### src/hdl/brsc_ram.sv
// Generic single-write, single-read synchronous RAM with registered read data.
// No dependencies.
module brsc_ram #(
  parameter int WIDTH = 8,
  parameter int DEPTH = 16
) (
  input  logic                     clk,
  input  logic                     we,
  input  logic [$clog2(DEPTH)-1:0] waddr,
  input  logic [WIDTH-1:0]         wdata,
  input  logic [$clog2(DEPTH)-1:0] raddr,
  output logic [WIDTH-1:0]         rdata
);

  logic [WIDTH-1:0] mem [DEPTH];

  // Write port and registered read port.
  always_ff @(posedge clk) begin
    if (we) begin
      mem[waddr] <= wdata;
    end
    rdata <= mem[raddr];
  end

endmodule
### config.mk
export PLATFORM = sky130hd
export DESIGN_NAME = brsc_ram
export DESIGN_NICKNAME = d
export VERILOG_FILES = /design/src/hdl/brsc_ram.sv
export SDC_FILE = /design/constraint.sdc
export NUM_CORES = 1
export LEC_CHECK = 0
export BUFFER_PORTS_ARGS = -buffer_cell sky130_fd_sc_hd__buf_2
export CAP_MARGIN = 20
export CORE_ASPECT_RATIO = 0.75
export CORE_MARGIN = 3
export CORE_UTILIZATION = 62
export CTS_BUF_LIST = sky130_fd_sc_hd__clkbuf_8
export DETAILED_ROUTE_END_ITERATION = 8
export PLACE_DENSITY = 0.81
export SLEW_MARGIN = 10
export SYNTH_ARGS = -nofsm -noshare
export SYNTH_HDL_FRONTEND = slang
export SYNTH_SLANG_ARGS = --single-unit
### constraint.sdc
create_clock -name clk -period 2.81 [get_ports clk]
set_input_delay 0.1405 -clock clk [delete_from_list [all_inputs] [get_ports clk]]
set_output_delay 0.1405 -clock clk [all_outputs]
set_load 0.02 [all_outputs]
==> results of run 1 <==
## final cells by class
cell class,instances,area (um2),share of cell area
Clock buffer,17,234,0.0402
Timing Repair Buffer,33,185,0.0318
Sequential cell,136,4000,0.688
Tap cell,105,131,0.0226
Multi-Input combinational cell,83,1060,0.182
Clock inverter,15,209,0.0359
## routing by layer
layer,up-vias,global-route usage,wire (um)
met1,1249,0.344,4220
li1,1056,-,-
met3,15,0.0663,828
met4,0,0.0762,131
met2,117,0.315,4400
met5,-,0,0
## report_power, final
part	switching, W	internal, W
logic	0.000132	0.0000834
clock network	0.000712	0.00104
registers	0.0000127	0.00227
## worst paths after layout
path | start | to | slack (ps) | depth (start not counted)
max | raddr[0] | rdata[2] | 1200 | 5
min | wdata[7] | mem[3][7] | 90 | 1
max reg2reg | mem[2][0] | rdata[0] | 1340 | 3
min reg2reg | mem[12][6] | rdata[6] | 670 | 3
## cell families after synthesis
kind of cell	count (synthesis)	synth area share
flip-flops	136	0.778
AND/OR/NAND/NOR	35	0.0318
multiplexers	32	0.150
AO/OA/AOI/OAI	16	0.0233
buffers and inverters	10	0.0168
## placed cells by master (no fill, tap or decap), types with 2 or more instances in the layout
| cell type | netlist | layout |
|---|---|---|
| edfxtp_1 | 128 | 128 |
| buf_2 | 3 | 25 |
| mux4_2 | 18 | 18 |
| clkbuf_8 | 0 | 17 |
| a22oi_1 | 16 | 16 |
| mux4_1 | 14 | 14 |
| nor2_1 | 13 | 13 |
| nand2_1 | 9 | 9 |
| buf_4 | 1 | 8 |
| dfxtp_1 | 8 | 8 |
| bufinv_16 | 0 | 5 |
| nor3_1 | 4 | 4 |
| clkinv_1 | 0 | 4 |
| clkinvlp_4 | 0 | 3 |
| nand3b_1 | 2 | 2 |
| nand2b_1 | 2 | 2 |
| clkinv_4 | 0 | 2 |
## registers in the layout (all words and copies together) (netlist names)
signal,flops
mem,128
rdata,8
## per-stage QoR
stage / hold slack, ps / std cells / utilization
3_5_place_dp: 539 / 357 / 0.673
4_1_cts: 74.2 / 389 / 0.729
2_1_floorplan: 239 / 229 / -
5_1_grt: 75.8 / 389 / 0.729
6_report: 90.9 / 389 / 0.729
3_3_place_gp: 530 / 357 / 0.673
==> out/results.txt, run 1 <==
CTS Buf Count = 17
startpoint types = input port
Synthesized Nets = 247
first-pass GRT wire length = 14800 um
Max Slew Vio Count = 0
CTS tree = yes
pre-CTS WS = 755 ps
top-count cell post-synth = edfxtp_1
Root Buffer = clkbuf_8
cell family with most CP delay = buffers and inverters
#FFs+latches synth = 136
Crit-path slowest cell = mux4_1
post_cts resized = 0
dominant register cell in the synthesized netlist = edfxtp_1
WP data arrival = 1900 ps
clk buf depth = 2
area grow syn2layout = 13.1%
Core Region = 0.00799 mm2
Clk pin slew, worst setup/hold paths = 80 ps
Fin Clk Skew = 9.31 ps
YS warnings = 0
share of Yosys cell area claimed by the top area cell type = 0.747
class of the worst hold path = input port to flop
Final setup viols = 0
grt total ovfl = 0
Crit. End Element = flop
Post-DP Area = 0.00538 mm2
Final Hold Fails = 0
Initial Utilization = 0.644
crit share post-route = 0.571
Synth area leader = edfxtp_1
number of fill cells in the layout = 463
run status = complete, no violations
vias in the first global route = 2466
Seq/Total Area, Yosys = 0.778
setup tns final = 0 ps
Synth async-reset ratio = 0
Synth Area per Inst = 22.5 um2
Post-DRT Antenna Nets = 0
vias per cell = 6.26
std cell rows = 28
hpwl dp = 5720 um
diodes inserted = 0
Unique masters post-synth = 19
leakage power = 1.95 nW
Final WS setup = 1200 ps
largest net degree at the start of global routing = 33
share of layout cells above drive strength 1 = 0.278
Least-Margin Pin Slew = 953 ps
Nets = 289
Overall Power = 0.00425 W
Die Y = 84.9 um
GPL Wtd Cong = 0.769
CP peak stage delay = 620 ps
DR pass1 iterations = 5
number of synthesized flops with an enable pin = 128
DIE AREA = 0.00944 mm2
DR vias = 2437
IO buf count = 25
io pins = 26
Initial DRC Count = 188
largest cells by area after synthesis = edfxtp_1 (75%), mux4_2 (7.9%), mux4_1 (7.1%)
CP Class = input port to flop
Max IR drop VDD = 0.637 mV
Mapped Cells = 229
later-pin clock latency in the skew report = 430 ps
WL per Instance = 24.6 um
FMAX = 0.623 GHz
postcts setup bufs = 0
CP bufs+invs = 2
Residual DRC = 0
cts hold-fix bufs = 0
post-synthesis instance area = 0.00515 mm2
CP max FO = 17
PwrDens = 730 mW/mm2
critical-path cell list = buf_2, buf_4, mux4_1, a22oi_1, nand2_1
Min Clock Period, post-route = 1610 ps
list of most frequent post-synthesis cells = edfxtp_1 (128), mux4_2 (18), a22oi_1 (16)
fin area = 0.00582 mm2
total of max-cap violations = 0
Sink Count = 136
unrepaired setup endpoints after global routing = false
H-tree levels = 4
relative slew slack = 0.363
antenna violations before repair = 0
die span in x = 111 um
Routed WL = 9580 um
GRT Overall Usage = 0.224
Crit path required time = 3110 ps
No activity file was read; power rests on OpenSTA's default activity.
==> inputs of run 2 (changes only) <==
--- a/config.mk
+++ b/config.mk
@@ -5,6 +5,7 @@
 export SDC_FILE = /design/constraint.sdc
 export NUM_CORES = 1
 export LEC_CHECK = 0
+export ABC_AREA = 1
 export BUFFER_PORTS_ARGS = -buffer_cell sky130_fd_sc_hd__buf_2
 export CAP_MARGIN = 20
 export CORE_ASPECT_RATIO = 0.75
@@ -12,7 +13,7 @@
 export CORE_UTILIZATION = 62
 export CTS_BUF_LIST = sky130_fd_sc_hd__clkbuf_8
 export DETAILED_ROUTE_END_ITERATION = 8
-export PLACE_DENSITY = 0.81
+export PLACE_DENSITY = 0.8
 export SLEW_MARGIN = 10
 export SYNTH_ARGS = -nofsm -noshare
 export SYNTH_HDL_FRONTEND = slang
==> constraint.sdc (replaced) <==
create_clock -name clk -period 1.62 [get_ports clk]
set_input_delay 0.081 -clock clk [delete_from_list [all_inputs] [get_ports clk]]
set_output_delay 0.081 -clock clk [all_outputs]
set_load 0.02 [all_outputs]
==> run 2 against run 1 <==
Critical path depth fell by 4. Hold slack got worse by 28 ps. Sequential power grew 74%. Sequential cell count unchanged. First-iteration DRC count up 150%. Global-route usage increased by 3.7 points. Count of clock-buffer cells in the layout up 3. Sequential share of layout area decreased by 6.1 points. Clock skew is 4.1 ps lower. Combinational power increased by 140%. Power up 59%. Via count rose by 60%. Critical endpoint is now rdata[0]. Highest routed layer unchanged.
==> out/results.txt, run 2 <==
run status = complete, no violations (unchanged)
cell count of the worst hold path = 1 (unchanged)
hpwl dp = 7780 um (was 5720 um)
Synthesized Nets = 569 (was 247)
cell family with most CP delay = flip-flops (was buffers and inverters)
Crit. End Element = output pin (was flop)
startpoint types = flop (was input port)
WP data arrival = 970 ps (was 1900 ps)
die span in x = 117 um (was 111 um)
commonest cells after routing, fill and taps aside = nand2_1 (173), edfxtp_1 (128), inv_1 (108) (was edfxtp_1 (128), buf_2 (25), mux4_2 (18))
Mapped Cells = 551 (was 229)
Crit-path slowest cell = dfxtp_1 (was mux4_1)
Crit path required time = 1540 ps (was 3110 ps)
largest net degree at the start of global routing = 65 (was 33)
Residual DRC = 0 (unchanged)
class of the worst hold path = input port to flop (unchanged)
DR vias = 3908 (was 2437)
post_cts resized = 0 (unchanged)
Die Y = 89.5 um (was 84.9 um)
GRT Overall Usage = 0.260 (was 0.224)
share of Yosys cell area claimed by the top area cell type = 0.667 (was 0.747)
Core Region = 0.00874 mm2 (was 0.00799 mm2)
relative slew slack = 0.564 (was 0.363)
io pins = 26 (unchanged)
vias in the first global route = 3699 (was 2466)
Final Hold Fails = 0 (unchanged)
vias per cell = 5.37 (was 6.26)
max reg flops = 128 (unchanged)
Comb pwr share = 0.075 (was 0.051)
leakage power = 2.83 nW (was 1.95 nW)
Root Buffer = clkbuf_8 (unchanged)
antenna violations before repair = 0 (unchanged)
Internal Power = 0.00520 W (was 0.00339 W)
top flop regs = mem: 128 flops, rdata: 8 flops (unchanged)
Least-Margin Pin Slew = 652 ps (was 953 ps)
reg2reg path depth = 6 (was 3)
share of layout cells above drive strength 1 = 0.116 (was 0.278)
PwrDens = 1060 mW/mm2 (was 730 mW/mm2)
critical-path cell list = buf_2 (was buf_2, buf_4, mux4_1, a22oi_1, nand2_1)
std cell rows = 29 (was 28)
Sink Count = 136 (unchanged)
FMAX = 0.947 GHz
Switching Fraction = 0.231 (was 0.202)
Synth Area per Inst = 10.5 um2 (was 22.5 um2)
clk buf depth = 2 (unchanged)
Max IR drop VDD = 1.32 mV (was 0.637 mV)
diodes inserted = 0 (unchanged)
flop-to-flop setup slack = 600 ps (was 1340 ps)
grt total ovfl = 0 (unchanged)
Post-DRT Antenna Nets = 0 (unchanged)
Hold EP = mem[13][2] (was mem[3][7])
area grow syn2layout = 10.7% (was 13.1%)
Initial Utilization = 0.659 (was 0.644)
critical path startpoint = rdata[0] (was raddr[0])
#FFs+latches synth = 136 (unchanged)
number of fill cells in the layout = 610 (was 463)
unrepaired setup endpoints after global routing = false (unchanged)
Max Slew Vio Count = 0 (unchanged)
clock network power share = 0.339 (was 0.413)
reg2reg start = mem[11][4] (was mem[2][0])
crit share post-route = 0.652
YS warnings = 0 (unchanged)
IO buf count = 25 (unchanged)
Net Switching = 0.00156 W (was 0.000856 W)
top-count cell post-synth = nand2_1 (was edfxtp_1)
number of synthesized flops with an enable pin = 128 (unchanged)
Clk pin slew, worst setup/hold paths = 70 ps (was 80 ps)
total of max-cap violations = 0 (unchanged)
list of most frequent post-synthesis cells = nand2_1 (173), edfxtp_1 (128), inv_1 (100) (was edfxtp_1 (128), mux4_2 (18), a22oi_1 (16))
CP max FO = 1 (was 17)
Final WS setup = 564 ps (was 1200 ps)
CP Class = flop to output pin (was input port to flop)
Synth async-reset ratio = 0 (unchanged)
source of the worst hold timing path = wdata[2] (was wdata[7])
CP peak stage delay = 350 ps (was 620 ps)
Min Clock Period, post-route = 1060 ps
Fin Clk Skew = 5.17 ps (was 9.31 ps)
Overall Power = 0.00675 W (was 0.00425 W)
CTS Buf Count = 17 (unchanged)
WL per Instance = 17.4 um (was 24.6 um)
H-tree levels = 4 (unchanged)
r2r endpoint = rdata[4] (was rdata[0])
pre-CTS WS = 327 ps (was 755 ps)
Initial DRC Count = 465 (was 188)
dominant register cell in the synthesized netlist = edfxtp_1 (unchanged)
first-pass GRT wire length = 19800 um (was 14800 um)
Seq/Total Area, Yosys = 0.694 (was 0.778)
Final setup viols = 0 (unchanged)
largest cells by area after synthesis = edfxtp_1 (67%), nand2_1 (11%), nand3_1 (8.4%) (was edfxtp_1 (75%), mux4_2 (7.9%), mux4_1 (7.1%))
Routed WL = 12700 um (was 9580 um)
Seq pwr share = 0.586 (was 0.536)
CTS tree = yes (unchanged)
DR pass1 iterations = 6 (was 5)
later-pin clock latency in the skew report = 440 ps (was 430 ps)
GPL Wtd Cong = 0.895 (was 0.769)
DIE AREA = 0.0105 mm2 (was 0.00944 mm2)
setup tns final = 0 ps (unchanged)
Nets = 609 (was 289)
commonest non-fill, non-tap cell in the layout = nand2_1 (was edfxtp_1)
CP bufs+invs = 1 (was 2)
post-synthesis instance area = 0.00577 mm2 (was 0.00515 mm2)
Reg with most FFs = mem (unchanged)
final core occ = 0.730 (was 0.729)
Unique masters post-synth = 12 (was 19)
Synth area leader = edfxtp_1 (unchanged)
run 2: changes by cell type after synthesis, moves of 14 or more:
cell / previous run / this run
nand3_1: 1 / 97
mux4_1: 14 / 0
inv_1: 0 / 100
mux4_2: 18 / 0
a22oi_1: 16 / 0
nand2_1: 9 / 173
run 2: what timing repair did:
action,CTS,global route
endpoints found under the setup margin,0,0
endpoints found under the hold margin,4,0
buffers inserted,0,0
hold buffers,1,0
run 2: metrics by stage:
step	cells	hold slack [ps]	instance area, um2
after floorplan	551	180	5770
after global placement	695	466	6050
after detailed placement	695	461	6050
after CTS	728	43.5	6380
after global routing	728	53.1	6380
final	728	62.8	6380
run 2: how the worst max path moves through the flow:
stage                            end  slack [ps]  cells after the start
after CTS                   rdata[0]         540                      1
after floorplan           mem[10][0]         590                      2
after global routing        rdata[0]         510                      6
final                       rdata[0]         560                      1
after global placement     mem[3][4]         370                      4
after detailed placement   mem[3][1]         330                      4
run 2: cells by family (layout without fill, tap and decap cells):
family	after synthesis	in the layout	share of synthesized area
buffers and inverters	126	179	0.0952
flip-flops	136	136	0.694
AND/OR/NAND/NOR	289	289	0.210
run 2: final cells by class:
class / count / area [um2] / area share
clock buffers: 20 / 275 / 0.0431
clock inverters: 12 / 50.0 / 0.00784
inverters: 102 / 383 / 0.0600
multi-input cells: 289 / 1210 / 0.190
flip-flops and latches: 136 / 4000 / 0.627
well taps: 124 / 155 / 0.0243
repair buffers: 45 / 303 / 0.0474
run 2: power groups by stage:
stage          Clock [W]  Sequential (W)  Combinational, W
2_1_floorplan          0         0.00405          0.000278
3_3_place_gp           0         0.00403          0.000482
3_5_place_dp           0         0.00403          0.000503
4_1_cts          0.00233         0.00395          0.000506
5_1_grt          0.00249         0.00396          0.000562
6_report         0.00229         0.00396          0.000509
run 2: per-layer routing:
layer | track usage | wire length [um] | vias to the layer above
met2 | 0.394 | 5570 | 218
met4 | 0.0937 | 258 | 0
met5 | 0 | 0 | -
li1 | - | - | 1853
met3 | 0.0778 | 1280 | 20
met1 | 0.367 | 5540 | 1817
==> inputs of run 3 (changes only) <==
--- a/config.mk
+++ b/config.mk
@@ -5,15 +5,15 @@
 export SDC_FILE = /design/constraint.sdc
 export NUM_CORES = 1
 export LEC_CHECK = 0
-export ABC_AREA = 1
+export ABC_AREA = 0
 export BUFFER_PORTS_ARGS = -buffer_cell sky130_fd_sc_hd__buf_2
 export CAP_MARGIN = 20
 export CORE_ASPECT_RATIO = 0.75
 export CORE_MARGIN = 3
-export CORE_UTILIZATION = 62
+export CORE_UTILIZATION = 57
 export CTS_BUF_LIST = sky130_fd_sc_hd__clkbuf_8
 export DETAILED_ROUTE_END_ITERATION = 8
-export PLACE_DENSITY = 0.8
+export PLACE_DENSITY = 0.78
 export SLEW_MARGIN = 10
 export SYNTH_ARGS = -nofsm -noshare
 export SYNTH_HDL_FRONTEND = slang
==> constraint.sdc (replaced) <==
create_clock -name clk -period 0.95 [get_ports clk]
set_input_delay 0.0475 -clock clk [delete_from_list [all_inputs] [get_ports clk]]
set_output_delay 0.0475 -clock clk [all_outputs]
set_load 0.02 [all_outputs]
==> run 3 against run 2 <==
The flow now finishes with violations (negative setup slack). Count of clock-buffer cells in the layout down 3. Clock power up 84%. Routed wire length down 23%.
==> out/results.txt, run 3 (same netlist as run 1, synthesis figures left out) <==
Nets = 320 (was 609)
source of the worst hold timing path = wdata[0] (was wdata[2])
Max Slew Vio Count = 0 (unchanged)
diodes inserted = 0 (unchanged)
leakage power = 2.11 nW (was 2.83 nW)
postcts setup bufs = 0 (unchanged)
clk buf depth = 2 (unchanged)
relative slew slack = 0.416 (was 0.564)
startpoint types = flop (unchanged)
FMAX = 0.800 GHz
Final WS setup = -301 ps (was 564 ps)
Post-DRT Antenna Nets = 0 (unchanged)
CP Class = flop to flop (was flop to output pin)
Overall Power = 0.0118 W (was 0.00675 W)
Initial DRC Count = 221 (was 465)
Final setup viols = 9 (was 0)
reg2reg start = mem[2][0] (was mem[11][4])
total of max-cap violations = 0 (unchanged)
crit share post-route = 1.32
vias per cell = 5.81 (was 5.37)
top flop regs = mem: 128 flops, rdata: 8 flops (unchanged)
commonest cells after routing, fill and taps aside = edfxtp_1 (128), mux4_2 (32), clkbuf_8 (17), buf_2 (17), buf_4 (17) (was nand2_1 (173), edfxtp_1 (128), inv_1 (108))
WL per Instance = 22.9 um (was 17.4 um)
Final Hold Fails = 0 (unchanged)
io pins = 26 (unchanged)
Sink Count = 136 (unchanged)
final core occ = 0.731 (was 0.730)
H-tree levels = 4 (unchanged)
Min Clock Period, post-route = 1250 ps
Routed WL = 9680 um (was 12700 um)
Least-Margin Pin Slew = 873 ps (was 652 ps)
GPL Wtd Cong = 0.726 (was 0.895)
unrepaired setup endpoints after global routing = true (was false)
die span in x = 116 um (was 117 um)
Multi-input gate area = 0.00112 mm2 (was 0.00121 mm2)
DIE AREA = 0.0102 mm2 (was 0.0105 mm2)
area grow syn2layout = 22.6% (was 10.7%)
Max IR drop VDD = 1.60 mV (was 1.32 mV)
Fin Clk Skew = 8.20 ps (was 5.17 ps)
CP peak stage delay = 490 ps (was 350 ps)
first-pass GRT wire length = 15300 um (was 19800 um)
antenna violations before repair = 0 (unchanged)
failing checks = negative setup slack
commonest non-fill, non-tap cell in the layout = edfxtp_1 (was nand2_1)
critical-path cell list = mux4_2, a22oi_2, nand2_1 (was buf_2)
Residual DRC = 0 (unchanged)
class of the worst hold path = input port to flop (unchanged)
cell count of the worst hold path = 1 (unchanged)
Crit. End Element = flop (was output pin)
max reg flops = 128 (unchanged)
DR pass1 iterations = 4 (was 6)
Die Y = 88.3 um (was 89.5 um)
grt total ovfl = 0 (unchanged)
Root Buffer = clkbuf_8 (unchanged)
Seq. cell area = 0.00401 mm2 (was 0.00400 mm2)
reg2reg path depth = 3 (was 6)
number of fill cells in the layout = 503 (was 610)
CTS Buf Count = 17 (unchanged)
share of layout cells above drive strength 1 = 0.463 (was 0.116)
Core Region = 0.00864 mm2 (was 0.00874 mm2)
GRT Overall Usage = 0.219 (was 0.260)
WP data arrival = 1560 ps (was 970 ps)
vias in the first global route = 2581 (was 3699)
flop-to-flop setup slack = -300 ps (was 600 ps)
std cell rows = 29 (unchanged)
Reg with most FFs = mem (unchanged)
CP max FO = 1 (unchanged)
run status = complete, but fails checks (was complete, no violations)
Crit-path slowest cell = mux4_2 (was dfxtp_1)
PwrDens = 1870 mW/mm2 (was 1060 mW/mm2)
Clk pin slew, worst setup/hold paths = 70 ps (about the same)
Hold EP = mem[1][0] (was mem[13][2])
later-pin clock latency in the skew report = 420 ps (was 440 ps)
Crit path required time = 1260 ps (was 1540 ps)
r2r endpoint = rdata[0] (was rdata[4])
Initial Utilization = 0.596 (was 0.659)
DR vias = 2459 (was 3908)
CTS tree = yes (unchanged)
IO buf count = 25 (unchanged)
hpwl dp = 6660 um (was 7780 um)
largest net degree at the start of global routing = 18 (was 65)
## run 3: cell count changes in the layout (fill, tap and decap cells not counted), moves of 8 or more
cell,delta
a22oi_1,+9
buf_2,-8
buf_6,+8
nand3_1,-96
inv_1,-105
buf_12,+14
mux4_2,+32
nand2_1,-164
nor2_2,+8
nor2_1,-15
## run 3: cell type report
class                      instances  share of cell area
timing repair buffer              64               0.108
multi-input combinational         83               0.178
sequential                       136               0.636
tap                              108              0.0214
clock inverter                    15              0.0190
clock buffer                      17              0.0371
## run 3: power by group
group | switching [W] | internal [W] | leakage (nW)
logic | 0.000431 | 0.000417 | 0.689
clock network | 0.00197 | 0.00224 | 0.195
registers | 0.0000555 | 0.00671 | 1.22
## run 3: worst max path at each step
stage | start | slack (ps) | end | depth (start not counted)
after detailed placement | raddr[0] | -500 | rdata[2] | 5
after global routing | mem[7][2] | -360 | rdata[2] | 3
after floorplan | waddr[2] | -200 | mem[0][0] | 2
after global placement | raddr[0] | -450 | rdata[2] | 5
after CTS | mem[7][2] | -310 | rdata[2] | 3
final | mem[2][0] | -300 | rdata[0] | 3
## run 3: metal layers
metal / track usage / share of wire / routed length, um
met1: 0.323 / 0.42 / 4090
met2: 0.322 / 0.47 / 4540
met3: 0.0752 / 0.10 / 1000
met4: 0.0548 / 0.0046 / 45
met5: 0 / 0 / 0
## run 3: worst max-delay path: cells and delay by family, from the launching register on
family / cells / cell delay [ps]
mux: 1 / 490
flops: 1 / 380
compound gates: 1 / 200
simple gates: 1 / 70
## run 3: what timing repair did
item,in CTS,in global routing
hold endpoints to repair,73,0
cloned,0,0
endpoints found under the setup margin,16,15
resized for setup,24,8
hold buffers,6,0
pin swaps,1,2
## run 3: stage by stage
step                cells  TNS (ps)  hold WS (ps)  setup slack (ps)  area, um2
floorplan             229     -9870           146              -201       5220
global placement      385    -30270           434              -450       5810
detailed placement    385    -32950           445              -505       5810
CTS                   423     -2470         0.688              -315       6290
global route          423     -2900          2.95              -361       6310
finish                423     -2300          18.2              -301       6310
